===== src/fls_sqrt.sv =====
// Pipelined integer square root, one root bit per stage, with a carried sideband.
`timescale 1ns / 1ps
module fls_sqrt #(
  parameter int IW     = 62,
  parameter int SIDE_W = 8
) (
  input  logic              clk,
  input  logic              rst,
  input  logic              en,
  input  logic              in_valid,
  input  logic [IW-1:0]     x,
  input  logic [SIDE_W-1:0] side,
  output logic              out_valid,
  output logic [IW/2-1:0]   root,
  output logic [SIDE_W-1:0] side_out
);

  localparam int NS = IW / 2;

  logic [IW-1:0]     xs [NS];
  logic [IW:0]       rs [NS];
  logic [SIDE_W-1:0] ss [NS];
  logic              vs [NS];

  for (genvar j = 0; j < NS; j++) begin : g_stage
    localparam int K = NS - 1 - j;
    localparam logic [IW:0] BIT = (IW + 1)'(1) << (2 * K);

    logic [IW-1:0]     x_in;
    logic [IW:0]       r_in;
    logic [SIDE_W-1:0] s_in;
    logic              v_in;
    logic [IW:0]       trial;

    if (j == 0) begin : g_first
      always_comb begin
        x_in = x;
        r_in = '0;
        s_in = side;
        v_in = in_valid;
      end
    end else begin : g_next
      always_comb begin
        x_in = xs[j-1];
        r_in = rs[j-1];
        s_in = ss[j-1];
        v_in = vs[j-1];
      end
    end

    assign trial = r_in + BIT;

    always_ff @(posedge clk) begin
      if (rst) begin
        vs[j] <= 1'b0;
      end else if (en) begin
        vs[j] <= v_in;
      end
    end

    always_ff @(posedge clk) begin
      if (en) begin
        ss[j] <= s_in;
        if ({1'b0, x_in} >= trial) begin
          xs[j] <= x_in - trial[IW-1:0];
          rs[j] <= (r_in >> 1) + BIT;
        end else begin
          xs[j] <= x_in;
          rs[j] <= r_in >> 1;
        end
      end
    end
  end

  assign out_valid = vs[NS-1];
  assign root      = rs[NS-1][NS-1:0];
  assign side_out  = ss[NS-1];

endmodule


===== config.mk =====
export PLATFORM = sky130hd
export DESIGN_NAME = fls_sqrt
export DESIGN_NICKNAME = d
export VERILOG_FILES = /design/src/fls_sqrt.sv
export SDC_FILE = /design/constraint.sdc
export NUM_CORES = 2
export LEC_CHECK = 0
export BUFFER_PORTS_ARGS = -buffer_cell sky130_fd_sc_hd__buf_2
export CAP_MARGIN = 20
export CORE_MARGIN = 2
export CORE_UTILIZATION = 40
export CTS_CLUSTER_DIAMETER = 50
export DETAILED_ROUTE_END_ITERATION = 12
export SETUP_SLACK_MARGIN = 0.5
export SYNTH_ARGS = -nofsm -noshare
export SYNTH_HDL_FRONTEND = slang
export SYNTH_MEMORY_MAX_BITS = 65536
export SYNTH_SLANG_ARGS = --single-unit

===== constraint.sdc =====
create_clock -name clk -period 5.5 [get_ports clk]
set_clock_uncertainty 0.1 [all_clocks]
set_input_delay 0.825 -clock clk [delete_from_list [all_inputs] [get_ports clk]]
set_output_delay 0.825 -clock clk [all_outputs]
set_load 0.02 [all_outputs]

==> results_dict.tcl <==
set metrics [dict create \
    outcome "finished clean" \
    powerDensity_nw_per_um2 429 \
    synth_edf_count 2635 \
    final_nets 10572 \
    comb_power_share_pct 17.9 \
    tightestPinTransition_ns 1.09 \
    post-route-period-util_pct 83.6 \
    seq_area_frac_synth_pct 64.3 \
    htree_levels 5 \
    slew_viol_final 0 \
    cts_tree "built" \
    regToRegSetupSlack_ns 0.90 \
    cts.clk_slew.worst_paths_ns 0.06 \
    synth-async-reset-ratio_pct 0 \
    drc 0 \
    drv_cap 0 \
    coreArea_sq_um 306000 \
    wl_per_cell_um 21.8 \
    clock_power_share_pct 37.3 \
    routed_wl_mm 312 \
    p_sw_share_pct 29.1 \
    vias 77855 \
    postCtsSetupBuffers 0 \
    gp_congestion 0.914 \
    io_buffers 113 \
    postSynthAreaPerCell_sq_um 12.8 \
    drive_gt1_share_pct 8.57 \
    critPathKind "reg2reg" \
    setup_viol 0 \
    overflow 0 \
    internal-power_w 0.0429 \
    seqPwrFrac_pct 44.8 \
    gr-usage-all-layers_pct 19.7 \
    first_pass_iters 6 \
    synthesis.area_sq_um 123000 \
    clk_latency_ns 0.93 \
    tns_ns 0 \
    num_io_pins 114 \
    hold_viol 0 \
    synth_flop_cell "edfxtp_1" \
    max-slew-margin-rel_pct 25.4 \
    syn_nets 10204 \
    synth_seq_cells 2635 \
    antenna_left 0 \
    leakage_nw 52.0 \
    endpoint_kind "flop" \
    clock-root-buffer "clkbuf_16" \
    cts_sinks 2635 \
    grt_max_degree 180 \
    worst-endpoint-required_ns 6.01 \
    min_path_type "in2reg" \
    power_w 0.0605 \
    yosysWarnings 0 \
    rsz0062_at_grt "no" \
    dp_hpwl_mm 233 \
    grt_pass1_vias 76931 \
    cts_buffer_depth 4 \
    grt_pass1_wl_mm 473 \
    worstSetupStartpointType "flop" \
    die-area_sq_um 312000 \
    start_util_pct 40.2 \
    cp_max_fo 16 \
    drt_iter0_drc 6885 \
    ir_drop_mv 0.267 \
    place_area_sq_um 129000 \
    finalCriticalPeriod_ns 4.60 \
    yosysUniqueCellTypes 94 \
    num_rows 203 \
    cts_buffers 343 \
    vias_per_cell 5.42 \
    antenna_found_initial 6 \
    design_area_sq_um 141000 \
    synthCells 9605 \
    cp.arrival_ns 5.10 \
    p_switching_w 0.0176 \
    fmax_mhz 217 \
    die_h_um 559 \
    die_w_um 559 \
    syn_to_final_growth_pct 14.5 \
]
==> cell type report <==
cell class | count | area [sq um]
inverters | 633 | 2380
flip-flops and latches | 2635 | 79100
diodes | 1 | 2.50
well taps | 4100 | 5130
repair buffers | 263 | 2030
clock inverters | 246 | 2790
clock buffers | 383 | 8800
multi-input cells | 6097 | 40800
fillers | 27082 | 165000
==> through the flow <==
step	util (%)	std cells	hold slack, ns	setup WS, ns
2_1_floorplan	-	9605	0.300	0.599
4_1_cts	46.1	14356	0.0210	0.887
6_report	46.1	14358	0.102	0.902
3_5_place_dp	42.1	13660	0.305	0.515
5_1_grt	46.1	14358	0.0512	0.564
3_3_place_gp	42.1	13659	0.300	0.519
==> Yosys cell counts (15+ instances only) <==
master | n | area share [%]
nand2b_1 | 94 | 0.48
and2_1 | 59 | 0.30
or2_2 | 43 | 0.22
nor4bb_1 | 15 | 0.12
o211ai_1 | 39 | 0.24
o31a_1 | 16 | 0.11
nor2b_1 | 66 | 0.34
nor3_1 | 271 | 1.1
o21a_1 | 87 | 0.53
nand3b_1 | 35 | 0.21
o21bai_1 | 51 | 0.31
edfxtp_1 | 2635 | 64
nand4_1 | 171 | 0.87
xor2_1 | 429 | 3.1
nor2_1 | 560 | 1.7
inv_1 | 631 | 1.9
a211oi_1 | 60 | 0.37
ha_1 | 525 | 5.3
nand3_1 | 141 | 0.57
o31ai_1 | 38 | 0.23
a21oi_1 | 474 | 1.9
mux2_2 | 47 | 0.43
a211o_1 | 16 | 0.11
nor3b_1 | 30 | 0.18
and4_1 | 17 | 0.12
and3_1 | 41 | 0.21
clkbuf_1 | 216 | 0.66
nor4b_1 | 49 | 0.35
a21boi_0 | 29 | 0.18
or4_1 | 101 | 0.62
nor4_1 | 358 | 1.8
o21ai_0 | 518 | 2.1
mux2i_1 | 18 | 0.15
nand4b_1 | 28 | 0.20
a31oi_1 | 42 | 0.21
or3_1 | 96 | 0.49
xnor2_1 | 388 | 2.8
nand2_1 | 703 | 2.1
a21o_1 | 240 | 1.5
a2111oi_0 | 17 | 0.12
==> logic make-up (layout without fill, tap and decap cells) <==
kind of cell / Yosys count / after routing / synth area share (%)
other: 0 / 1 / 0
multiplexers: 65 / 65 / 0.576
XOR/XNOR: 817 / 817 / 5.81
AO/OA/AOI/OAI: 1771 / 1771 / 8.98
flip-flops: 2635 / 2635 / 64.3
AND/OR/NAND/NOR: 2919 / 2919 / 12.4
buffers and inverters: 873 / 1525 / 2.68
adder cells (fa/ha/maj): 525 / 525 / 5.33
==> timing repair <==
action,in CTS,in global routing
endpoints found under the setup margin,1,0
hold buffers,67,0
endpoints found under the hold margin,67,0
gates resized for setup,1,0
==> placed cells by master (no fill, tap or decap), types with 47 or more instances in the layout <==
| master | n |
|---|---|
| or4_1 | 101 |
| nand4_1 | 171 |
| a21o_1 | 240 |
| clkinv_1 | 50 |
| and2_1 | 59 |
| o21ai_0 | 517 |
| o21a_1 | 87 |
| nand2_1 | 703 |
| mux2_2 | 47 |
| buf_2 | 112 |
| o21bai_1 | 51 |
| xor2_1 | 429 |
| a21oi_1 | 474 |
| nor3_1 | 271 |
| a211oi_1 | 60 |
| nor4b_1 | 48 |
| nor2_1 | 560 |
| nor4_1 | 358 |
| edfxtp_1 | 2635 |
| or3_1 | 96 |
| nand3_1 | 141 |
| buf_4 | 69 |
| ha_1 | 525 |
| nor2b_1 | 66 |
| xnor2_1 | 388 |
| nand2b_1 | 94 |
| inv_1 | 631 |
| dlygate4sd3_1 | 67 |
| clkbuf_16 | 346 |
==> worst max-delay path: stages, from the launching register on <==
cell	delay, ns
edfxtp_1	0.50
or4_1	0.68
nor4b_2	0.68
nand2_1	0.12
nor4_1	0.80
a211o_1	0.32
a221oi_4	0.13
or4_1	0.58
nor4_1	0.32
xor2_1	0.11
==> power groups by stage <==
stage	Combinational [W]	Clock, W	Sequential (W)
after floorplan	0.00796	0	0.0265
final	0.0108	0.0225	0.0271
after CTS	0.0108	0.0230	0.0271
after global placement	0.0106	0	0.0275
after global routing	0.0120	0.0239	0.0273
after detailed placement	0.0107	0	0.0275
==> registers in the layout, summed over array words and instances, names as in the netlist <==
| signal | flops |
|---|---|
| vs | 31 |
| xs | 1860 |
| ss | 248 |
| rs | 496 |
==> layer usage <==
metal  track usage (%)  vias to the layer above  part of all wire (%)
met5                 0                        -                     0
met4              6.29                        0                   3.2
met2              32.6                     2369                    47
met1              26.5                    37963                    44
met3              3.21                      504                   5.7
li1                  -                    37019                     -
==> final timing paths <==
| check | startpoint | to | cells after the start |
|---|---|---|---|
| setup / recovery | xs[1][656] | xs[1][740] | 9 |
| hold reg to reg | ss[1][73] | ss[1][81] | 0 |
| hold / removal | in_valid | vs[0][0] | 2 |
| setup reg to reg | xs[1][656] | xs[1][740] | 9 |
(Power assumes the default switching activity.)
