--- config.mk ---
export PLATFORM = sky130hd
export DESIGN_NAME = fls_shade
export DESIGN_NICKNAME = d
export VERILOG_FILES = /design/src/fls_pkg.sv /design/src/fls_shade.sv
export SDC_FILE = /design/constraint.sdc
export NUM_CORES = 2
export LEC_CHECK = 0
export BUFFER_PORTS_ARGS = -buffer_cell sky130_fd_sc_hd__buf_2
export CELL_PAD_IN_SITES_DETAIL_PLACEMENT = 0
export CELL_PAD_IN_SITES_GLOBAL_PLACEMENT = 1
export CORE_ASPECT_RATIO = 0.5
export CORE_MARGIN = 5
export CORE_UTILIZATION = 35
export DETAILED_ROUTE_END_ITERATION = 7
export PLACE_DENSITY = 0.64
export SLEW_MARGIN = 20
export SYNTH_ARGS = -nofsm -noshare
export SYNTH_HDL_FRONTEND = slang
export SYNTH_SLANG_ARGS = --single-unit
--- constraint.sdc ---
create_clock -name clk -period 8.35 [get_ports clk]
set_input_delay 0.835 -clock clk [delete_from_list [all_inputs] [get_ports clk]]
set_output_delay 0.835 -clock clk [all_outputs]
set_load 0.01 [all_outputs]
--- src/fls_pkg.sv ---
// Shared constants, types and register codes of the flat face shader.
`timescale 1ns / 1ps
package fls_pkg;

  localparam int COORD_WIDTH_DEF = 32;

  localparam int MAG_W     = 30;
  localparam int SUM_W     = 2 * MAG_W + 2;
  localparam int ROOT_W    = SUM_W / 2;
  localparam int Q_W       = 15;
  localparam int NORM_W    = 16;
  localparam int LIGHT_W   = 16;
  localparam int AMB_W     = 9;
  localparam int COLOR_W   = 8;
  localparam int LPROD_W   = NORM_W + LIGHT_W;
  localparam int DOT_W     = LPROD_W + 2;
  localparam int STR_FRAC  = 28;
  localparam int STR_W     = STR_FRAC + 1;
  localparam int AMB_SHIFT = 20;

  localparam int CFG_INDEX_W = 3;
  localparam int CFG_DATA_W  = 16;

  localparam logic signed [NORM_W-1:0] UNIT_NORM = NORM_W'(16384);
  localparam logic [STR_W-1:0] STR_MAX = STR_W'(1) << STR_FRAC;

  typedef enum logic [CFG_INDEX_W-1:0] {
    REG_LIGHT_X,
    REG_LIGHT_Y,
    REG_LIGHT_Z,
    REG_AMBIENT_LEVEL,
    REG_OBJECT_RED,
    REG_OBJECT_GREEN,
    REG_OBJECT_BLUE
  } fls_reg_t;

  typedef struct packed {
    logic signed [LIGHT_W-1:0] light_x;
    logic signed [LIGHT_W-1:0] light_y;
    logic signed [LIGHT_W-1:0] light_z;
    logic [AMB_W-1:0]          ambient_level;
    logic [COLOR_W-1:0]        object_red;
    logic [COLOR_W-1:0]        object_green;
    logic [COLOR_W-1:0]        object_blue;
  } fls_cfg_t;

  typedef struct packed {
    logic [2:0] neg;
    logic       flip;
    logic       zero;
  } fls_sign_t;

endpackage

--- src/fls_shade.sv ---
// Signed normal, Lambert plus ambient strength and color scaling into the output register.
`timescale 1ns / 1ps
module fls_shade import fls_pkg::*; (
  input  logic                     clk,
  input  logic                     rst,
  input  logic                     en,
  input  logic                     in_valid,
  input  logic [Q_W-1:0]           q [3],
  input  fls_sign_t                sign,
  input  fls_cfg_t                 cfg,
  output logic                     out_valid,
  output logic signed [NORM_W-1:0] normal [3],
  output logic [COLOR_W-1:0]       shade [3],
  output logic                     degenerate
);

  localparam int SR_W = STR_W + 6;
  localparam int CP_W = STR_W + COLOR_W;

  logic signed [NORM_W-1:0]  n1 [3];
  logic                      zero1;
  logic                      v1;

  logic signed [LPROD_W-1:0] lp2 [3];
  logic signed [NORM_W-1:0]  n2 [3];
  logic                      zero2;
  logic                      v2;

  logic signed [NORM_W-1:0]  n3 [3];
  logic [STR_W-1:0]          str3;
  logic                      zero3;
  logic                      v3;

  logic signed [LIGHT_W-1:0] light [3];
  logic [COLOR_W-1:0]        color [3];
  logic signed [DOT_W-1:0]   dsum;
  logic [SR_W-1:0]           sraw;
  logic [CP_W-1:0]           cp [3];

  assign light = '{cfg.light_x, cfg.light_y, cfg.light_z};
  assign color = '{cfg.object_red, cfg.object_green, cfg.object_blue};

  always_comb begin
    dsum = DOT_W'(lp2[0]) + DOT_W'(lp2[1]) + DOT_W'(lp2[2]);
    sraw = SR_W'({cfg.ambient_level, {AMB_SHIFT{1'b0}}});
    if (!dsum[DOT_W-1]) sraw = sraw + SR_W'(dsum);
    for (int i = 0; i < 3; i++) cp[i] = CP_W'(str3) * CP_W'(color[i]);
  end

  always_ff @(posedge clk) begin
    if (rst) begin
      v1        <= 1'b0;
      v2        <= 1'b0;
      v3        <= 1'b0;
      out_valid <= 1'b0;
    end else if (en) begin
      v1        <= in_valid;
      v2        <= v1;
      v3        <= v2;
      out_valid <= v3;
    end
  end

  always_ff @(posedge clk) begin
    if (en) begin
      for (int i = 0; i < 3; i++) begin
        if (sign.zero) begin
          n1[i] <= '0;
        end else if (sign.neg[i] ^ sign.flip) begin
          n1[i] <= -$signed({1'b0, q[i]});
        end else begin
          n1[i] <= $signed({1'b0, q[i]});
        end
      end
      zero1 <= sign.zero;

      for (int i = 0; i < 3; i++) lp2[i] <= light[i] * n1[i];
      n2    <= n1;
      zero2 <= zero1;

      str3  <= (sraw > SR_W'(STR_MAX)) ? STR_MAX : sraw[STR_W-1:0];
      n3    <= n2;
      zero3 <= zero2;

      for (int i = 0; i < 3; i++) begin
        shade[i] <= zero3 ? '0 : cp[i][STR_FRAC+COLOR_W-1:STR_FRAC];
      end
      normal     <= n3;
      degenerate <= zero3;
    end
  end

endmodule

==> flow_summary.ini <==
[synthesis]
synth_top_cell_by_area = fa_1
synthAdderAreaFrac_pct = 51.2
dominantRegCellSynth = edfxtp_1
synthCells = 6205
syn-num-nets = 8086
synth-xor-area-share_pct = 2.91
synth_edf_count = 345
synth_compound_area_share_pct = 4.75
yosys.area.top_type_share_pct = 42.1
yosys.area_share.simple_pct = 14.7
synth_seq_cells = 349
muxShareOfSynthArea_pct = 0.0810
async_flop_share_pct = 0
synth_top_family_by_area = adder cells
yosysUniqueCellTypes = 71
ys_warn_count = 0
synth_area_leaders = fa_1 42%, edfxtp_1 17%, ha_1 9.0%
syn_area_per_cell_sq_um = 9.95
syn_area_sq_um = 61800
synth_seq_area_share_pct = 16.9

[timing]
fmax_mhz = 135
hold_viol = 0
slew_headroom_pct = 24.3
rsz0062_at_grt = no
worst_slew_pin_slew_ns = 1.14
period_minus_slack_ns = 7.41
setup_viol = 0
slew_viol_final = 0
finClkSkew_ns = 0.0371
tns_ns = 0
period_share_pct = 88.7

[die]
rows = 109
initial_utilization_pct = 35.1
die_w_microns = 604
io_pins = 209
dieArea_sq_um = 185000
core_sq_um = 176000
die_y_microns = 307

[clock_tree]
cts-root-buf = clkbuf_16
cts.sinks = 349
hold_buffers = 0
cts_tree = done
clk_pin_slew_worst_paths_ns = 0.07
cts_resized = 0
clock_path_buffers = 3
clock_latency_ns = 0.62
cts_max_level = 2
cts_made_buffers = 40
cts_post_setup_buffers_inserted = 0

[place]
gp_congestion = 0.839
dp_hpwl_mm = 120
place.port_buffers = 208

[global_route]
grt_pass1_wl_mm = 250
first_global_vias = 44900
grt.overflow.total = 0
grt_max_degree = 124
grt_usage_pct = 16.9
antenna_found_initial = 9

[hold_path]
hold_depth = 0
hp-class = reg -> reg
hold_end = normal[46]
hold_start = n3[46]

[setup_path]
worstSetupEndpointType = flip-flop
critPathArrivalTime_ns = 7.77
cp.required_ns = 8.71
rr_endpoint = lp2[0][94]
reg2reg_depth = 21
worstSetupStartpointType = flip-flop
timing.rr.start = n1[1]
crit_fanout = 17
regToRegSetupSlack_ns = 0.94
critPathKind = reg -> reg

[detailed_routing]
vias_per_cell = 4.70
antenna_left = 0
drtIter0Drc = 1813
wl_per_cell_microns = 17.4
wl_mm = 151
drtPass1Iterations = 6
drc = 0
vias = 40900

[layout]
layout_common_cells = 1320 x inv_1, 1300 x fa_1, 937 x nand2_1
area_growth_pct = 7.79
final_layout_size_suffix_gt1_share_pct = 5.37
final_common_cell = inv_1
nets = 8145

[job]
maxCapViolCount = 0

[run_status]
outcome = finished, final reports clean
[cells in the mapped netlist, types with 35 or more instances]
cell type	number
inv_1	1320
a21o_1	60
nor3_1	48
a21oi_1	138
edfxtp_1	345
xnor2_1	140
nand3_1	35
and2_1	570
nor2_1	153
ha_1	446
xor2_1	65
clkbuf_1	228
o21ai_0	80
nand2b_1	36
fa_1	1300
nand2_1	937
[final cells by class]
cell class                 count  area (sq um)
inverter                    1323          4970
sequential                   349         10400
antenna                        2          5.00
clock buffer                  44          1040
multi-input combinational   4295         45400
clock inverter                29           249
tap                         2386          2990
timing repair buffer         255          1440
fill                       17800        110000
[cell families after synthesis]
group,count (synthesis)
AOI/OAI and AO/OA,452
xor gates and xnor gates,205
and+or+nand+nor,1887
adders and majority gates,1746
buffers and inverters,1561
muxes,5
DFF,349
[metal layers]
metal / track usage (%) / part of all wire (%) / up-vias
met4: 2.52 / 1.3 / 0
met5: 0 / 0 / -
met1: 24.0 / 47 / 21300
met3: 1.70 / 3.2 / 114
met2: 28.8 / 48 / 506
li1: - / - / 18900
[worst max-delay path, cell delays in order, from the launching register on]
cell and delay, ns:
edfxtp_1 0.87, nand2_1 0.18, fa_1 0.58, inv_1 0.06
fa_1 0.52, inv_1 0.06, fa_1 0.48, fa_1 0.54
inv_1 0.05, fa_1 0.49, fa_1 0.42, ha_1 0.35
a21o_1 0.21, a21o_1 0.18, a211oi_1 0.47, a32oi_1 0.28
and4_1 0.30, o311ai_0 0.48, nand2_1 0.15, a31o_2 0.27
a21oi_1 0.17, xnor2_1 0.08
[worst max-delay path by stage]
stage | from | to | cells past startpoint
floorplan | cfg[44] | lp2[0][94] | 22
global placement | cfg[44] | lp2[0][94] | 22
detailed placement | cfg[44] | lp2[0][94] | 22
CTS | n1[1] | lp2[0][94] | 21
global route | n1[1] | lp2[0][94] | 21
finish | n1[1] | lp2[0][94] | 21
[sequential cells by signal, indices dropped and copies added (netlist names), 24 cells and up]
| name | flops |
|---|---|
| str3 | 29 |
| shade | 24 |
| n3 | 48 |
| n1 | 48 |
| n2 | 48 |
| normal | 48 |
| lp2 | 96 |
[stage by stage]
step / hold slack (ns) / utilization [%] / cell area [sq um] / cells / setup slack, ns
after CTS: 0.404 / 37.8 / 66500 / 8680 / 0.895
after detailed placement: 0.405 / 37.1 / 65200 / 8607 / 0.726
after global placement: 0.400 / 37.1 / 65200 / 8607 / 0.811
after global routing: 0.417 / 37.8 / 66600 / 8683 / 0.294
final: 0.404 / 37.8 / 66600 / 8683 / 0.940
after floorplan: 0.400 / - / 61800 / 6205 / 1.33
Power is left out: the tool's default activity adds up to more than one toggle a clock period on the data nets, which glitch-free logic cannot reach.
